<file path="src/ivc_pkg.sv">
// Shared types, widths, event and button codes, and setting tables for the
// intervalometer countdown controller. No dependencies.
package ivc_pkg;

    localparam int OP_W    = 2;
    localparam int BTN_W   = 4;
    localparam int SET_W   = 8;
    localparam int DIG_W   = 7;
    localparam int SHOT_W  = 7;
    localparam int SEL_W   = 3;
    localparam int NUM_SET = 8;
    localparam int NUM_DIG = 4;
    localparam int DELAY_W = 10;
    localparam int REM_W   = 16;
    localparam int DELAY_SHIFT = 2;

    // event kinds
    localparam logic [OP_W-1:0] OP_TICK  = 2'd0;
    localparam logic [OP_W-1:0] OP_PRESS = 2'd1;
    localparam logic [OP_W-1:0] OP_EXT   = 2'd2;

    // button mask bits
    localparam int BTN_ARM  = 0;
    localparam int BTN_NEXT = 1;
    localparam int BTN_EDIT = 2;
    localparam int BTN_PREV = 3;

    // setting indexes
    localparam logic [SEL_W-1:0] IDX_HOURS = 3'd0;
    localparam logic [SEL_W-1:0] IDX_DEKA  = 3'd1;
    localparam logic [SEL_W-1:0] IDX_MIN   = 3'd2;
    localparam logic [SEL_W-1:0] IDX_DECI  = 3'd3;
    localparam logic [SEL_W-1:0] IDX_COUNT = 3'd4;
    localparam logic [SEL_W-1:0] IDX_EXT   = 3'd5;
    localparam logic [SEL_W-1:0] IDX_TRIG  = 3'd6;
    localparam logic [SEL_W-1:0] IDX_AUX   = 3'd7;

    localparam logic [SEL_W-1:0] SEL_RESET = IDX_MIN;

    // countdown digit weights in deci-minutes
    localparam logic [REM_W-1:0] W_HOURS = 16'd600;
    localparam logic [REM_W-1:0] W_DEKA  = 16'd100;
    localparam logic [REM_W-1:0] W_MIN   = 16'd10;

    typedef logic [NUM_SET-1:0][SET_W-1:0] t_set_arr;
    typedef logic [NUM_DIG-1:0][DIG_W-1:0] t_dig_arr;

    // listed from index 7 down to index 0
    localparam t_set_arr SET_MAX   = {8'd255, 8'd255, 8'd1, 8'd99, 8'd9, 8'd9, 8'd5, 8'd99};
    localparam t_set_arr SET_RESET = {8'd0, 8'd102, 8'd0, 8'd0, 8'd0, 8'd1, 8'd0, 8'd0};

    typedef struct packed {
        logic [OP_W-1:0]  op;
        logic [BTN_W-1:0] buttons;
    } t_in;

    typedef struct packed {
        logic               capture_start;
        logic [DELAY_W-1:0] shutter_ticks;
        logic [DELAY_W-1:0] aux_ticks;
        logic               ext_enable;
        logic               activity_flash;
        logic               armed_flag;
        logic               running_flag;
        logic               editing_flag;
        logic [SEL_W-1:0]   selected_index;
        logic [SET_W-1:0]   selected_value;
        logic [REM_W-1:0]   remaining_deci_minutes;
        logic [SHOT_W-1:0]  remaining_shots;
    } t_res;

endpackage

</file>
<file path="src/ivc_if.sv">
// Channel interfaces for the event input and the status output.
// Depends on ivc_pkg for field widths.
interface ivc_in_if;
    logic                       valid;
    logic                       ready;
    logic [ivc_pkg::OP_W-1:0]   op;
    logic [ivc_pkg::BTN_W-1:0]  buttons;

    modport source (output valid, output op, output buttons, input ready);
    modport sink   (input valid, input op, input buttons, output ready);
endinterface

interface ivc_out_if;
    logic                           valid;
    logic                           ready;
    logic                           capture_start;
    logic [ivc_pkg::DELAY_W-1:0]    shutter_ticks;
    logic [ivc_pkg::DELAY_W-1:0]    aux_ticks;
    logic                           ext_enable;
    logic                           activity_flash;
    logic                           armed_flag;
    logic                           running_flag;
    logic                           editing_flag;
    logic [ivc_pkg::SEL_W-1:0]      selected_index;
    logic [ivc_pkg::SET_W-1:0]      selected_value;
    logic [ivc_pkg::REM_W-1:0]      remaining_deci_minutes;
    logic [ivc_pkg::SHOT_W-1:0]     remaining_shots;

    modport source (
        output valid, input ready,
        output capture_start, output shutter_ticks, output aux_ticks, output ext_enable,
        output activity_flash, output armed_flag, output running_flag, output editing_flag,
        output selected_index, output selected_value, output remaining_deci_minutes,
        output remaining_shots
    );
    modport sink (
        input valid, output ready,
        input capture_start, input shutter_ticks, input aux_ticks, input ext_enable,
        input activity_flash, input armed_flag, input running_flag, input editing_flag,
        input selected_index, input selected_value, input remaining_deci_minutes,
        input remaining_shots
    );
endinterface

</file>
<file path="src/intervalometer_countdown_controller.sv">
// Intervalometer countdown controller top level: input register, step core,
// result register. Depends on ivc_pkg, ivc_in_if/ivc_out_if and the ivc_* modules.
//
// Usage:
//   i_in carries one event per beat: op (period tick, button press, external
//   trigger edge) and the button mask. o_out returns exactly one status beat
//   per event: capture start with shutter and aux delays, mode flags, the
//   selected setting and the remaining countdown and shots.
//   The input register captures each accepted event, and the step result is
//   written into the result register when that register is free.
//   Throughput is one event per cycle while the receiver does not stall; the
//   state update for an event is a single pass of combinational logic, so
//   the next event follows at once.
//   When the receiver stalls, the result register holds its beat, the core
//   stops, and the input register fills and then drops i_in.ready; nothing
//   is lost. Synchronous reset loads the default settings (one minute,
//   shutter delay 102), clears the countdown, shots and mode bits, selects
//   the minutes setting, and empties both registers.
module intervalometer_countdown_controller (
    input  logic            i_clk,
    input  logic            i_rst_n,
    ivc_in_if.sink          i_in,
    ivc_out_if.source       o_out
);
    ivc_pkg::t_in  in_data;
    ivc_pkg::t_in  stage_data;
    ivc_pkg::t_res core_res;
    ivc_pkg::t_res out_res;
    logic          stage_valid;
    logic          advance;
    logic          fire;

    assign in_data.op      = i_in.op;
    assign in_data.buttons = i_in.buttons;
    assign fire            = stage_valid && advance;

    ivc_in_reg u_in_reg (
        .i_clk     (i_clk),
        .i_rst_n   (i_rst_n),
        .i_valid   (i_in.valid),
        .i_data    (in_data),
        .i_advance (advance),
        .o_ready   (i_in.ready),
        .o_valid   (stage_valid),
        .o_data    (stage_data)
    );

    ivc_core u_core (
        .i_clk   (i_clk),
        .i_rst_n (i_rst_n),
        .i_fire  (fire),
        .i_data  (stage_data),
        .o_res   (core_res)
    );

    ivc_out_reg u_out_reg (
        .i_clk   (i_clk),
        .i_rst_n (i_rst_n),
        .i_load  (stage_valid),
        .i_res   (core_res),
        .i_ready (o_out.ready),
        .o_free  (advance),
        .o_valid (o_out.valid),
        .o_res   (out_res)
    );

    assign o_out.capture_start          = out_res.capture_start;
    assign o_out.shutter_ticks          = out_res.shutter_ticks;
    assign o_out.aux_ticks              = out_res.aux_ticks;
    assign o_out.ext_enable             = out_res.ext_enable;
    assign o_out.activity_flash         = out_res.activity_flash;
    assign o_out.armed_flag             = out_res.armed_flag;
    assign o_out.running_flag           = out_res.running_flag;
    assign o_out.editing_flag           = out_res.editing_flag;
    assign o_out.selected_index         = out_res.selected_index;
    assign o_out.selected_value         = out_res.selected_value;
    assign o_out.remaining_deci_minutes = out_res.remaining_deci_minutes;
    assign o_out.remaining_shots        = out_res.remaining_shots;

    // a capture only happens on a tick while armed
    a_cap_flash: assert property (@(posedge i_clk) disable iff (!i_rst_n)
        o_out.valid && o_out.capture_start |-> o_out.activity_flash)
        else $error("capture without activity flash");

    // the countdown never runs while disarmed
    a_run_armed: assert property (@(posedge i_clk) disable iff (!i_rst_n)
        o_out.valid && o_out.running_flag |-> o_out.armed_flag)
        else $error("running while disarmed");

    // delays are reported only with a capture
    a_delay_cap: assert property (@(posedge i_clk) disable iff (!i_rst_n)
        o_out.valid && !o_out.capture_start |->
            (o_out.shutter_ticks == '0) && (o_out.aux_ticks == '0))
        else $error("delay without capture");

    // a beat moving through the core always lands in the result register
    a_fire_lands: assert property (@(posedge i_clk) disable iff (!i_rst_n)
        fire |=> o_out.valid)
        else $error("processed event lost");
endmodule

</file>
<file path="src/ivc_in_reg.sv">
// Input register stage: holds one event beat until the core consumes it.
// Depends on ivc_pkg.
module ivc_in_reg (
    input  logic          i_clk,
    input  logic          i_rst_n,
    input  logic          i_valid,
    input  ivc_pkg::t_in  i_data,
    input  logic          i_advance,
    output logic          o_ready,
    output logic          o_valid,
    output ivc_pkg::t_in  o_data
);
    logic         r_valid;
    ivc_pkg::t_in r_data;

    assign o_ready = !r_valid || i_advance;
    assign o_valid = r_valid;
    assign o_data  = r_data;

    always_ff @(posedge i_clk) begin
        if (!i_rst_n) begin
            r_valid <= 1'b0;
        end else if (o_ready) begin
            r_valid <= i_valid;
        end
    end

    always_ff @(posedge i_clk) begin
        if (o_ready && i_valid) begin
            r_data <= i_data;
        end
    end
endmodule

</file>
<file path="src/ivc_core.sv">
// Controller state (settings, countdown digits, shots, mode bits) and the
// single-pass step logic that produces the next state and status. Uses ivc_pkg.
module ivc_core (
    input  logic           i_clk,
    input  logic           i_rst_n,
    input  logic           i_fire,
    input  ivc_pkg::t_in   i_data,
    output ivc_pkg::t_res  o_res
);
    ivc_pkg::t_set_arr               r_set, n_set;
    ivc_pkg::t_dig_arr               r_dig, n_dig;
    logic [ivc_pkg::SHOT_W-1:0]      r_shots, n_shots;
    logic                            r_armed, n_armed;
    logic                            r_running, n_running;
    logic                            r_editing, n_editing;
    logic [ivc_pkg::SEL_W-1:0]       r_sel, n_sel;

    always_comb begin
        logic                       done;
        logic                       cap;
        logic                       flash;
        logic                       time_zero;
        logic [ivc_pkg::SET_W-1:0]  cur;

        n_set     = r_set;
        n_dig     = r_dig;
        n_shots   = r_shots;
        n_armed   = r_armed;
        n_running = r_running;
        n_editing = r_editing;
        n_sel     = r_sel;
        done      = 1'b0;
        cap       = 1'b0;
        flash     = 1'b0;
        time_zero = (r_set[ivc_pkg::IDX_HOURS] == '0) && (r_set[ivc_pkg::IDX_DEKA] == '0) &&
                    (r_set[ivc_pkg::IDX_MIN] == '0) && (r_set[ivc_pkg::IDX_DECI] == '0);
        cur       = '0;

        case (i_data.op)
            ivc_pkg::OP_TICK: begin
                if (r_armed) begin
                    flash = 1'b1;
                    if (r_running) begin
                        // borrow from the least significant digit upward
                        for (int i = ivc_pkg::NUM_DIG - 1; i >= 0; i--) begin
                            if (!done) begin
                                if (n_dig[i] != '0) begin
                                    n_dig[i] = n_dig[i] - 1'b1;
                                    done     = 1'b1;
                                end else begin
                                    n_dig[i] = ivc_pkg::SET_MAX[i][ivc_pkg::DIG_W-1:0];
                                end
                            end
                        end
                        if (n_dig == '0) begin
                            cap = 1'b1;
                            if (r_set[ivc_pkg::IDX_COUNT] != '0) begin
                                n_shots = r_shots - 1'b1;
                                if (n_shots == '0) begin
                                    n_running = 1'b0;
                                    n_armed   = (r_set[ivc_pkg::IDX_EXT] != '0);
                                end
                            end else begin
                                n_running = (r_set[ivc_pkg::IDX_EXT] == '0);
                            end
                            for (int i = 0; i < ivc_pkg::NUM_DIG; i++) begin
                                n_dig[i] = r_set[i][ivc_pkg::DIG_W-1:0];
                            end
                        end
                    end
                end
            end
            ivc_pkg::OP_PRESS: begin
                if (i_data.buttons[ivc_pkg::BTN_ARM]) begin
                    n_armed   = !r_armed;
                    n_running = n_armed && (r_set[ivc_pkg::IDX_EXT] == '0) && !time_zero;
                    for (int i = 0; i < ivc_pkg::NUM_DIG; i++) begin
                        n_dig[i] = r_set[i][ivc_pkg::DIG_W-1:0];
                    end
                    n_shots = r_set[ivc_pkg::IDX_COUNT][ivc_pkg::SHOT_W-1:0];
                    if (n_running) begin
                        n_editing = 1'b0;
                    end
                end
                // remaining bits act only while disarmed, edit then prev then next
                if (!n_armed) begin
                    if (i_data.buttons[ivc_pkg::BTN_EDIT]) begin
                        n_editing = !n_editing;
                    end
                    if (i_data.buttons[ivc_pkg::BTN_PREV]) begin
                        if (n_editing) begin
                            cur = n_set[n_sel];
                            if (cur < ivc_pkg::SET_MAX[n_sel]) begin
                                n_set[n_sel] = cur + 1'b1;
                            end
                        end else begin
                            n_sel = n_sel - 1'b1;
                        end
                    end
                    if (i_data.buttons[ivc_pkg::BTN_NEXT]) begin
                        if (n_editing) begin
                            cur = n_set[n_sel];
                            if (cur != '0) begin
                                n_set[n_sel] = cur - 1'b1;
                            end
                        end else begin
                            n_sel = n_sel + 1'b1;
                        end
                    end
                end
            end
            ivc_pkg::OP_EXT: begin
                if (r_armed && !r_running && (r_set[ivc_pkg::IDX_EXT] != '0)) begin
                    n_running = 1'b1;
                    for (int i = 0; i < ivc_pkg::NUM_DIG; i++) begin
                        n_dig[i] = r_set[i][ivc_pkg::DIG_W-1:0];
                    end
                    n_shots = r_set[ivc_pkg::IDX_COUNT][ivc_pkg::SHOT_W-1:0];
                    if (n_shots == '0) begin
                        n_shots = ivc_pkg::SHOT_W'(1);
                    end
                end
            end
            default: begin
            end
        endcase

        o_res.capture_start  = cap;
        o_res.shutter_ticks  = cap ? (ivc_pkg::DELAY_W'(r_set[ivc_pkg::IDX_TRIG])
                                      << ivc_pkg::DELAY_SHIFT) : '0;
        o_res.aux_ticks      = cap ? (ivc_pkg::DELAY_W'(r_set[ivc_pkg::IDX_AUX])
                                      << ivc_pkg::DELAY_SHIFT) : '0;
        o_res.ext_enable     = n_armed && (n_set[ivc_pkg::IDX_EXT] != '0);
        o_res.activity_flash = flash;
        o_res.armed_flag     = n_armed;
        o_res.running_flag   = n_running;
        o_res.editing_flag   = n_editing;
        o_res.selected_index = n_sel;
        o_res.selected_value = n_set[n_sel];
        o_res.remaining_deci_minutes =
            ivc_pkg::REM_W'(n_dig[ivc_pkg::IDX_HOURS]) * ivc_pkg::W_HOURS +
            ivc_pkg::REM_W'(n_dig[ivc_pkg::IDX_DEKA]) * ivc_pkg::W_DEKA +
            ivc_pkg::REM_W'(n_dig[ivc_pkg::IDX_MIN]) * ivc_pkg::W_MIN +
            ivc_pkg::REM_W'(n_dig[ivc_pkg::IDX_DECI]);
        o_res.remaining_shots = n_shots;
    end

    always_ff @(posedge i_clk) begin
        if (!i_rst_n) begin
            r_set     <= ivc_pkg::SET_RESET;
            r_dig     <= '0;
            r_shots   <= '0;
            r_armed   <= 1'b0;
            r_running <= 1'b0;
            r_editing <= 1'b0;
            r_sel     <= ivc_pkg::SEL_RESET;
        end else if (i_fire) begin
            r_set     <= n_set;
            r_dig     <= n_dig;
            r_shots   <= n_shots;
            r_armed   <= n_armed;
            r_running <= n_running;
            r_editing <= n_editing;
            r_sel     <= n_sel;
        end
    end
endmodule

</file>
<file path="src/ivc_out_reg.sv">
// Result register: holds one status beat until the receiver takes it.
// Depends on ivc_pkg.
module ivc_out_reg (
    input  logic           i_clk,
    input  logic           i_rst_n,
    input  logic           i_load,
    input  ivc_pkg::t_res  i_res,
    input  logic           i_ready,
    output logic           o_free,
    output logic           o_valid,
    output ivc_pkg::t_res  o_res
);
    logic          r_valid;
    ivc_pkg::t_res r_res;

    // slot can take a new beat when empty or being drained this cycle
    assign o_free  = !r_valid || i_ready;
    assign o_valid = r_valid;
    assign o_res   = r_res;

    always_ff @(posedge i_clk) begin
        if (!i_rst_n) begin
            r_valid <= 1'b0;
        end else if (o_free) begin
            r_valid <= i_load;
        end
    end

    always_ff @(posedge i_clk) begin
        if (o_free && i_load) begin
            r_res <= i_res;
        end
    end
endmodule

</file>
<file path="src/flat_wrapper.sv">
// flat-port wrapper written by rule: the top's interface ports become plain ports
module intervalometer_countdown_controller_flat 
  (i_clk, i_rst_n, i_in_valid, i_in_op, i_in_buttons, i_in_ready, o_out_valid, o_out_ready, o_out_capture_start, o_out_shutter_ticks, o_out_aux_ticks, o_out_ext_enable, o_out_activity_flash, o_out_armed_flag, o_out_running_flag, o_out_editing_flag, o_out_selected_index, o_out_selected_value, o_out_remaining_deci_minutes, o_out_remaining_shots);
  ivc_in_if i_in_i ();
  ivc_out_if o_out_i ();
  input  logic i_clk;
  input  logic i_rst_n;
  input wire logic [$bits(i_in_i.valid)-1:0] i_in_valid;
  input wire logic [$bits(i_in_i.op)-1:0] i_in_op;
  input wire logic [$bits(i_in_i.buttons)-1:0] i_in_buttons;
  output wire logic [$bits(i_in_i.ready)-1:0] i_in_ready;
  output wire logic [$bits(o_out_i.valid)-1:0] o_out_valid;
  input wire logic [$bits(o_out_i.ready)-1:0] o_out_ready;
  output wire logic [$bits(o_out_i.capture_start)-1:0] o_out_capture_start;
  output wire logic [$bits(o_out_i.shutter_ticks)-1:0] o_out_shutter_ticks;
  output wire logic [$bits(o_out_i.aux_ticks)-1:0] o_out_aux_ticks;
  output wire logic [$bits(o_out_i.ext_enable)-1:0] o_out_ext_enable;
  output wire logic [$bits(o_out_i.activity_flash)-1:0] o_out_activity_flash;
  output wire logic [$bits(o_out_i.armed_flag)-1:0] o_out_armed_flag;
  output wire logic [$bits(o_out_i.running_flag)-1:0] o_out_running_flag;
  output wire logic [$bits(o_out_i.editing_flag)-1:0] o_out_editing_flag;
  output wire logic [$bits(o_out_i.selected_index)-1:0] o_out_selected_index;
  output wire logic [$bits(o_out_i.selected_value)-1:0] o_out_selected_value;
  output wire logic [$bits(o_out_i.remaining_deci_minutes)-1:0] o_out_remaining_deci_minutes;
  output wire logic [$bits(o_out_i.remaining_shots)-1:0] o_out_remaining_shots;
  assign i_in_i.valid = i_in_valid;
  assign i_in_i.op = i_in_op;
  assign i_in_i.buttons = i_in_buttons;
  assign i_in_ready = i_in_i.ready;
  assign o_out_valid = o_out_i.valid;
  assign o_out_i.ready = o_out_ready;
  assign o_out_capture_start = o_out_i.capture_start;
  assign o_out_shutter_ticks = o_out_i.shutter_ticks;
  assign o_out_aux_ticks = o_out_i.aux_ticks;
  assign o_out_ext_enable = o_out_i.ext_enable;
  assign o_out_activity_flash = o_out_i.activity_flash;
  assign o_out_armed_flag = o_out_i.armed_flag;
  assign o_out_running_flag = o_out_i.running_flag;
  assign o_out_editing_flag = o_out_i.editing_flag;
  assign o_out_selected_index = o_out_i.selected_index;
  assign o_out_selected_value = o_out_i.selected_value;
  assign o_out_remaining_deci_minutes = o_out_i.remaining_deci_minutes;
  assign o_out_remaining_shots = o_out_i.remaining_shots;
  intervalometer_countdown_controller u_core (.i_clk(i_clk), .i_rst_n(i_rst_n), .i_in(i_in_i), .o_out(o_out_i));
endmodule
</file>
<file path="config.mk">
export PLATFORM = sky130hd
export DESIGN_NAME = intervalometer_countdown_controller_flat
export DESIGN_NICKNAME = d
export VERILOG_FILES = /design/src/ivc_pkg.sv /design/src/ivc_if.sv /design/src/intervalometer_countdown_controller.sv /design/src/ivc_in_reg.sv /design/src/ivc_core.sv /design/src/ivc_out_reg.sv /design/src/flat_wrapper.sv
export SDC_FILE = /design/constraint.sdc
export NUM_CORES = 1
export LEC_CHECK = 0
export BUFFER_PORTS_ARGS = -buffer_cell sky130_fd_sc_hd__buf_2
export CAP_MARGIN = 20
export CORE_MARGIN = 5
export CORE_UTILIZATION = 25
export CTS_CLUSTER_DIAMETER = 100
export DETAILED_ROUTE_END_ITERATION = 7
export GPL_TIMING_DRIVEN = 0
export PLACE_DENSITY_LB_ADDON = 0.08
export SKIP_CTS_REPAIR_TIMING = 1
export SYNTH_ARGS = -nofsm -noshare
export SYNTH_HDL_FRONTEND = slang
export SYNTH_SLANG_ARGS = --single-unit
</file>
<file path="constraint.sdc">
create_clock -name i_clk -period 21.9 [get_ports i_clk]
set_input_delay 1.095 -clock i_clk [delete_from_list [all_inputs] [get_ports i_clk]]
set_output_delay 1.095 -clock i_clk [all_outputs]
set_load 0.03 [all_outputs]
</file>
==> out/qor.csv, run 1 <==
stage,metric,value,unit
synthesis,post-synth top area cell,dfxtp_1,
clock_network,Sink Count,173,
worst_setup_path,Critical Path AT,11.24,ns
layout,fin nets,2285,
power,Sw Ratio,0.433,
power,VDD IR max,0.0641,mV
worst_hold_path,Hold Path Class,reg -> reg,
synthesis,"Avg Cell Area, Syn",7.85,um^2
worst_setup_path,WS Path Type,reg -> reg,
worst_setup_path,Crit path largest cell delay,0.73,ns
clock_network,number of CTS-inserted buffers,17,
synthesis,synthesized area,16000,um^2
power,internal power,0.729,mW
placed_design,RD Place Congestion,0.948,
synthesis,Gate Count Post-Synth,2040,
synthesis,Syn. warnings,0,
global_route,GRT Util Overall,0.272,
drt,"wirelength, routed",98.0,mm
synthesis,Most used DFF post-synth,dfxtp_1,
drt,DR pass1 iterations,7,
floorplanning,chip height,263,um
power,Gate power share,0.428,
sta,Tightest Pin Transition,1.26,ns
floorplanning,Starting Density,0.253,
clock_network,Clock Pin Slew Worst Setup and Hold Paths,0.08,ns
drt,DR iter-0 viols,1917,
power,Flop pwr share,0.303,
floorplanning,CORE AREA,63200,um^2
sta,Max Clk Rate,0.0909,GHz
placed_design,DP HPWL,74.9,mm
power,Clk pwr share,0.269,
sta,RSZ-0062 raised after global routing,no,
sta,skew final,0.0242,ns
synthesis,#FFs+latches synth,173,
worst_setup_path,"delay-heaviest family, CP",simple AND/OR/NAND/NOR gates,
clock_network,Clock H-tree levels,4,
synthesis,Yosys cell types,95,
floorplanning,DIE AREA,69200,um^2
sta,"Hold Violations, Final",0,
layout,share of layout cells above drive strength 1,0.0939,
sta,Final Max Slew Viols,0,
worst_hold_path,worst hold endpoint,u_core.u_core.r_shots[1]$_SDFFE_PN0P_,
worst_setup_path,most frequent CP cell,a21oi_1,
clock_network,TritonCTS clock tree,built,
synthesis,register area share after synthesis,0.255,
flow_run,max_cap viols,0,
sta,slew margin rel.,0.152,
floorplanning,# rows,92,
placed_design,I/O Buffers,67,
drt,antenna-violating nets left,0,
floorplanning,Ports,72,
worst_hold_path,hold path depth,2,
sta,Setup TNS,0,ns
synthesis,synth top area cells,"dfxtp_1 14%, edfxtp_1 12%, ha_1 9.0%",
clock_network,root buffer cell,clkbuf_16,
power,Power Dens Cells,70.7,nW/um^2
drt,Routed WL per cell,32.7,um
worst_setup_path,reg2reg setup slack,10.90,ns
worst_setup_path,Critical Path RT,22.14,ns
global_route,vias in the first global route,16700,
worst_setup_path,Worst R2R Start,u_core.u_core.r_dig[24]$_SDFFE_PN0P_,
layout,Layout area overhead,13.5,%
worst_setup_path,Buf/Inv on CP,6,
placed_design,dpl ws,10.90,ns
floorplanning,Die Wd,263,um
drt,Vias,17500,
drt,DRC viols,0,
synthesis,"Async S/R FF share, synth",0,
global_route,largest net degree at the start of global routing,38,
sta,period utilization,0.502,
global_route,Congestion Overflow GR,0,
worst_setup_path,Crit. End Element,flop,
sta,Final Critical Period,11.00,ns
worst_setup_path,crit path max-delay cell type,a21oi_1,
clock_network,Worst-Skew Late Latency,0.50,ns
worst_hold_path,worst hold start,u_core.u_core.r_shots[1]$_SDFFE_PN0P_,
synthesis,number of synthesized flops with an enable pin,62,
power,Sw Pwr,0.557,mW
worst_setup_path,r2r endpoint,u_core.u_out_reg.o_res[22]$_DFFE_PP_,
power,Leak,6.69,nW
clock_network,Clock Tree Buf Depth,2,
layout,Util after Layout,0.288,
worst_setup_path,maximum fanout along the worst path,10,
global_route,first-pass GRT wire length,135,mm
global_route,antenna violations before repair,9,
drt,via/cell ratio,5.85,
status,status,"finished, final reports clean",
worst_setup_path,startpoint types,flop,
sta,hold_ws,0.480,ns
synthesis,share of the synthesized area in the top cell type,0.139,
worst_setup_path,FF-to-FF path depth,36,
sta,final setup vio count,0,
sta,final worst slack,10.90,ns
## final cells by class
type	instances	area [um^2]
Clock inverter	14	191
Buffer	150	619
Timing Repair Buffer	76	434
Clock buffer	18	450
Sequential cell	173	4080
Fill cell	6917	45000
Inverter	94	355
Multi-Input combinational cell	1626	11000
Antenna cell	1	2.50
Tap cell	846	1060
## stage by stage
stage               total power, mW  instance area [um^2]  std cells
detailed placement            0.941                 17500       2963
global route                   1.37                 18200       2997
finish                         1.29                 18200       2998
floorplan                     0.771                 16000       2043
CTS                            1.29                 18100       2995
global placement              0.942                 17400       2956
## how the worst max path moves through the flow
stage / cells past startpoint / end / startpoint / slack [ns]
finish: 36 / u_core.u_out_reg.o_res[22]$_DFFE_PP_ / u_core.u_core.r_dig[24]$_SDFFE_PN0P_ / 10.90
detailed placement: 36 / u_core.u_out_reg.o_res[22]$_DFFE_PP_ / u_core.u_core.r_dig[24]$_SDFFE_PN0P_ / 10.90
floorplan: 36 / u_core.u_out_reg.o_res[22]$_DFFE_PP_ / u_core.u_core.r_dig[24]$_SDFFE_PN0P_ / 13.55
global placement: 36 / u_core.u_out_reg.o_res[22]$_DFFE_PP_ / u_core.u_core.r_dig[24]$_SDFFE_PN0P_ / 10.89
global route: 36 / u_core.u_out_reg.o_res[22]$_DFFE_PP_ / u_core.u_core.r_dig[24]$_SDFFE_PN0P_ / 10.07
CTS: 36 / u_core.u_out_reg.o_res[22]$_DFFE_PP_ / u_core.u_core.r_dig[24]$_SDFFE_PN0P_ / 10.86
## cells in the final DEF, fill, tap and decap left out, drive strengths merged, types with 19 or more instances in the layout
| cell | instances |
|---|---|
| nor4 | 32 |
| nand3 | 67 |
| a211oi | 54 |
| dfxtp | 111 |
| a21oi | 205 |
| edfxtp | 62 |
| buf | 113 |
| and2 | 33 |
| clkbuf | 131 |
| xnor2 | 44 |
| ha | 115 |
| fa | 22 |
| nor2 | 215 |
| o211ai | 30 |
| nor3 | 81 |
| o221ai | 24 |
| o22ai | 35 |
| inv | 101 |
| xor2 | 19 |
| mux2i | 33 |
| nand2 | 187 |
| o21ai | 132 |
## per-layer routing
metal | wire, um | up-vias | global-route usage
met4 | 5040 | 2 | 0.119
met5 | 20 | - | 0
met3 | 8000 | 213 | 0.0671
li1 | - | 7755 | -
met1 | 44100 | 8714 | 0.376
met2 | 40900 | 858 | 0.404
## cell usage after synthesis, drive strengths merged (35+ instances only)
library cell,n
buf,37
edfxtp,62
nor2,215
xnor2,44
inv,94
ha,115
o21ai,132
clkbuf,113
nand3,67
nor3,81
dfxtp,111
nand2,187
a21oi,205
a211oi,54
o22ai,35
## flip-flops by register name, indices dropped and copies added, names as in the netlist, named ones only
register,cells
u_core.u_core.r_armed,1
u_core.u_core.r_dig,28
u_core.u_core.r_editing,1
u_core.u_core.r_running,1
u_core.u_core.r_sel,3
u_core.u_core.r_set,64
u_core.u_core.r_shots,7
u_core.u_in_reg.o_data,6
u_core.u_in_reg.o_valid,1
u_core.u_out_reg.o_res,56
u_core.u_out_reg.o_valid,1
## power by group through the flow
stage	registers (mW)	clock network, mW	logic (mW)
after floorplan	0.414	0	0.357
after global placement	0.396	0	0.546
after detailed placement	0.395	0	0.546
after CTS	0.388	0.356	0.549
after global routing	0.390	0.366	0.609
final	0.389	0.346	0.550
## cells by family (layout without fill, tap and decap cells)
kind of cell,count (synthesis),after routing,synth area share
XOR/XNOR,63,63,0.0345
other,1,5,0.000234
multiplexers,58,58,0.0510
adder cells (fa/ha/maj),137,137,0.117
buffers and inverters,244,352,0.0607
flip-flops,173,173,0.255
AO/OA/AOI/OAI,653,653,0.269
AND/OR/NAND/NOR,711,711,0.212
## worst reg2reg max path, delay by kind of cell (launching register included)
family                     cells  cell delay (ns)
AOI/OAI and AO/OA              9             2.14
xor gates and xnor gates       2             0.24
adders and majority gates      6             2.52
buffers and inverters          6             1.19
DFF                            1             0.30
and+or+nand+nor               13             4.35
Power figures use the tool's default switching activity.
==> inputs of run 2 (changes only) <==
==> constraint.sdc (replaced) <==
create_clock -name i_clk -period 9.1 [get_ports i_clk]
set_input_delay 0.455 -clock i_clk [delete_from_list [all_inputs] [get_ports i_clk]]
set_output_delay 0.455 -clock i_clk [all_outputs]
set_load 0.03 [all_outputs]
==> out/qor.csv, run 2 (synthesis results as in run 1) <==
stage,metric,value,unit
drt,Vias,17600,
worst_setup_path,Critical Path RT,9.35,ns
sta,final setup vio count,0,
sta,final worst slack,0.187,ns
worst_setup_path,reg2reg setup slack,0.19,ns
worst_setup_path,startpoint types,flop,
clock_network,Clock Tree Buf Depth,2,
sta,"Hold Violations, Final",0,
power,Sw Pwr,1.36,mW
power,VDD IR max,0.152,mV
global_route,largest net degree at the start of global routing,38,
worst_setup_path,most frequent CP cell,a21oi_1,
worst_setup_path,Crit path largest cell delay,1.01,ns
worst_setup_path,Buf/Inv on CP,7,
worst_setup_path,crit path max-delay cell type,a21oi_1,
power,Clk pwr share,0.264,
drt,"wirelength, routed",98.2,mm
worst_hold_path,hold path depth,1,
drt,via/cell ratio,5.85,
drt,DRC viols,0,
global_route,antenna violations before repair,9,
power,Power Dens Cells,170,nW/um^2
layout,fin nets,2297,
worst_hold_path,Hold Path Class,in -> reg,
worst_setup_path,"delay-heaviest family, CP",compound AO/OA/AOI/OAI gates,
worst_setup_path,Levels on crit path,25,
sta,period utilization,0.979,
layout,Layout fillers,6899,
layout,max reg flops,64,
status,status,"finished, final reports clean",
sta,slew margin rel.,0.157,
floorplanning,Starting Density,0.253,
sta,hold_ws,0.132,ns
drt,DR iter-0 viols,1972,
worst_setup_path,r2r endpoint,u_core.u_out_reg.o_res[23]$_DFFE_PP_,
layout,most frequent cells in the layout,"205 x nor2_1, 195 x a21oi_1, 183 x nand2_1",
clock_network,TritonCTS clock tree,built,
placed_design,Post-Place Cell Area,17500,um^2
drt,DR pass1 iterations,7,
worst_setup_path,Worst R2R Start,u_core.u_core.r_sel[2]$_SDFFE_PN0P_,
floorplanning,# rows,92,
floorplanning,chip height,263,um
power,internal power,1.79,mW
floorplanning,Ports,72,
worst_setup_path,WS Path Type,reg -> reg,
clock_network,Sink Count,173,
clock_network,Clock H-tree levels,4,
clock_network,Worst-Skew Late Latency,0.50,ns
worst_hold_path,worst hold endpoint,u_core.u_in_reg.o_data[3]$_DFFE_PP_,
placed_design,I/O Buffers,67,
sta,Final Critical Period,8.91,ns
layout,multi-input logic area,11200,um^2
power,Flop pwr share,0.298,
floorplanning,DIE AREA,69200,um^2
power,Sw Ratio,0.433,
global_route,GRT Util Overall,0.272,
worst_setup_path,Critical Path AT,9.17,ns
layout,design area,18500,um^2
sta,Tightest Pin Transition,1.26,ns
sta,skew final,0.0244,ns
drt,antenna-violating nets left,0,
global_route,first-pass GRT wire length,135,mm
layout,sequential standard cell area,4090,um^2
clock_network,Clock Pin Slew Worst Setup and Hold Paths,0.10,ns
placed_design,DP HPWL,74.9,mm
clock_network,number of CTS-inserted buffers,17,
sta,Max Clk Rate,0.112,GHz
global_route,vias in the first global route,16700,
worst_setup_path,FF-to-FF path depth,25,
floorplanning,CORE AREA,63200,um^2
sta,Final Max Slew Viols,0,
worst_setup_path,maximum fanout along the worst path,10,
layout,most flop-heavy register,u_core.u_core.r_set,
placed_design,dpl ws,-1.90,ns
drt,Routed WL per cell,32.6,um
layout,share of layout cells above drive strength 1,0.120,
placed_design,RD Place Congestion,0.948,
clock_network,root buffer cell,clkbuf_16,
worst_hold_path,worst hold start,i_in_buttons[3],
layout,Layout area overhead,15.9,%
power,Leak,6.87,nW
worst_setup_path,Crit. End Element,flop,
flow_run,max_cap viols,0,
power,Gate power share,0.438,
floorplanning,Die Wd,263,um
layout,"commonest non-fill, non-tap cell in the layout",nor2_1,
global_route,Congestion Overflow GR,0,
-- run 2: cell count changes in the layout (fill, tap and decap cells not counted), moves of 4 or more --
cell,before,now
a21oi_1,201,195
buf_4,11,34
clkbuf_1,110,99
nand2_1,187,183
nor2_1,211,205
nor2_2,3,7
nor4_1,29,25
-- run 2: how the worst max path moves through the flow --
stage	slack (ns)	from	endpoint
2_1_floorplan	0.75	u_core.u_core.r_dig[24]$_SDFFE_PN0P_	u_core.u_out_reg.o_res[22]$_DFFE_PP_
3_3_place_gp	-1.91	u_core.u_core.r_dig[24]$_SDFFE_PN0P_	u_core.u_out_reg.o_res[22]$_DFFE_PP_
3_5_place_dp	-1.90	u_core.u_core.r_dig[24]$_SDFFE_PN0P_	u_core.u_out_reg.o_res[22]$_DFFE_PP_
4_1_cts	-1.94	u_core.u_core.r_dig[24]$_SDFFE_PN0P_	u_core.u_out_reg.o_res[22]$_DFFE_PP_
5_1_grt	-0.09	u_core.u_core.r_dig[21]$_SDFFE_PN0P_	u_core.u_out_reg.o_res[22]$_DFFE_PP_
6_report	0.19	u_core.u_core.r_sel[2]$_SDFFE_PN0P_	u_core.u_out_reg.o_res[23]$_DFFE_PP_
-- run 2: stage by stage --
stage           util  instances  TNS (ns)  power, mW
6_report       0.293       3012         0       3.15
5_1_grt        0.293       3009   -0.0860       3.34
4_1_cts        0.287       2995     -9.80       3.11
3_5_place_dp   0.277       2963     -9.68       2.27
3_3_place_gp   0.276       2956    -15.09       2.27
2_1_floorplan      -       2043         0       1.86
-- run 2: layout make-up --
class / instances / area share
clock buffer: 18 / 0.0243
sequential: 173 / 0.220
timing repair buffer: 96 / 0.0315
multi-input combinational: 1626 / 0.604
buffer: 142 / 0.0325
antenna: 3 / 0.000405
clock inverter: 14 / 0.0103
inverter: 94 / 0.0192
tap: 846 / 0.0571
-- run 2: power by group through the flow --
stage | sequential, mW | combinational (mW) | clock [mW]
after floorplan | 0.996 | 0.859 | 0
after global placement | 0.953 | 1.31 | 0
after detailed placement | 0.950 | 1.32 | 0
after CTS | 0.933 | 1.32 | 0.857
after global routing | 0.942 | 1.52 | 0.881
final | 0.939 | 1.38 | 0.833
-- run 2: per-layer routing --
layer	vias to the layer above	track usage	routed length, um
met5	-	0	20
met3	204	0.0671	8160
met2	864	0.404	41100
li1	7787	-	-
met1	8772	0.376	43900
met4	2	0.119	4970
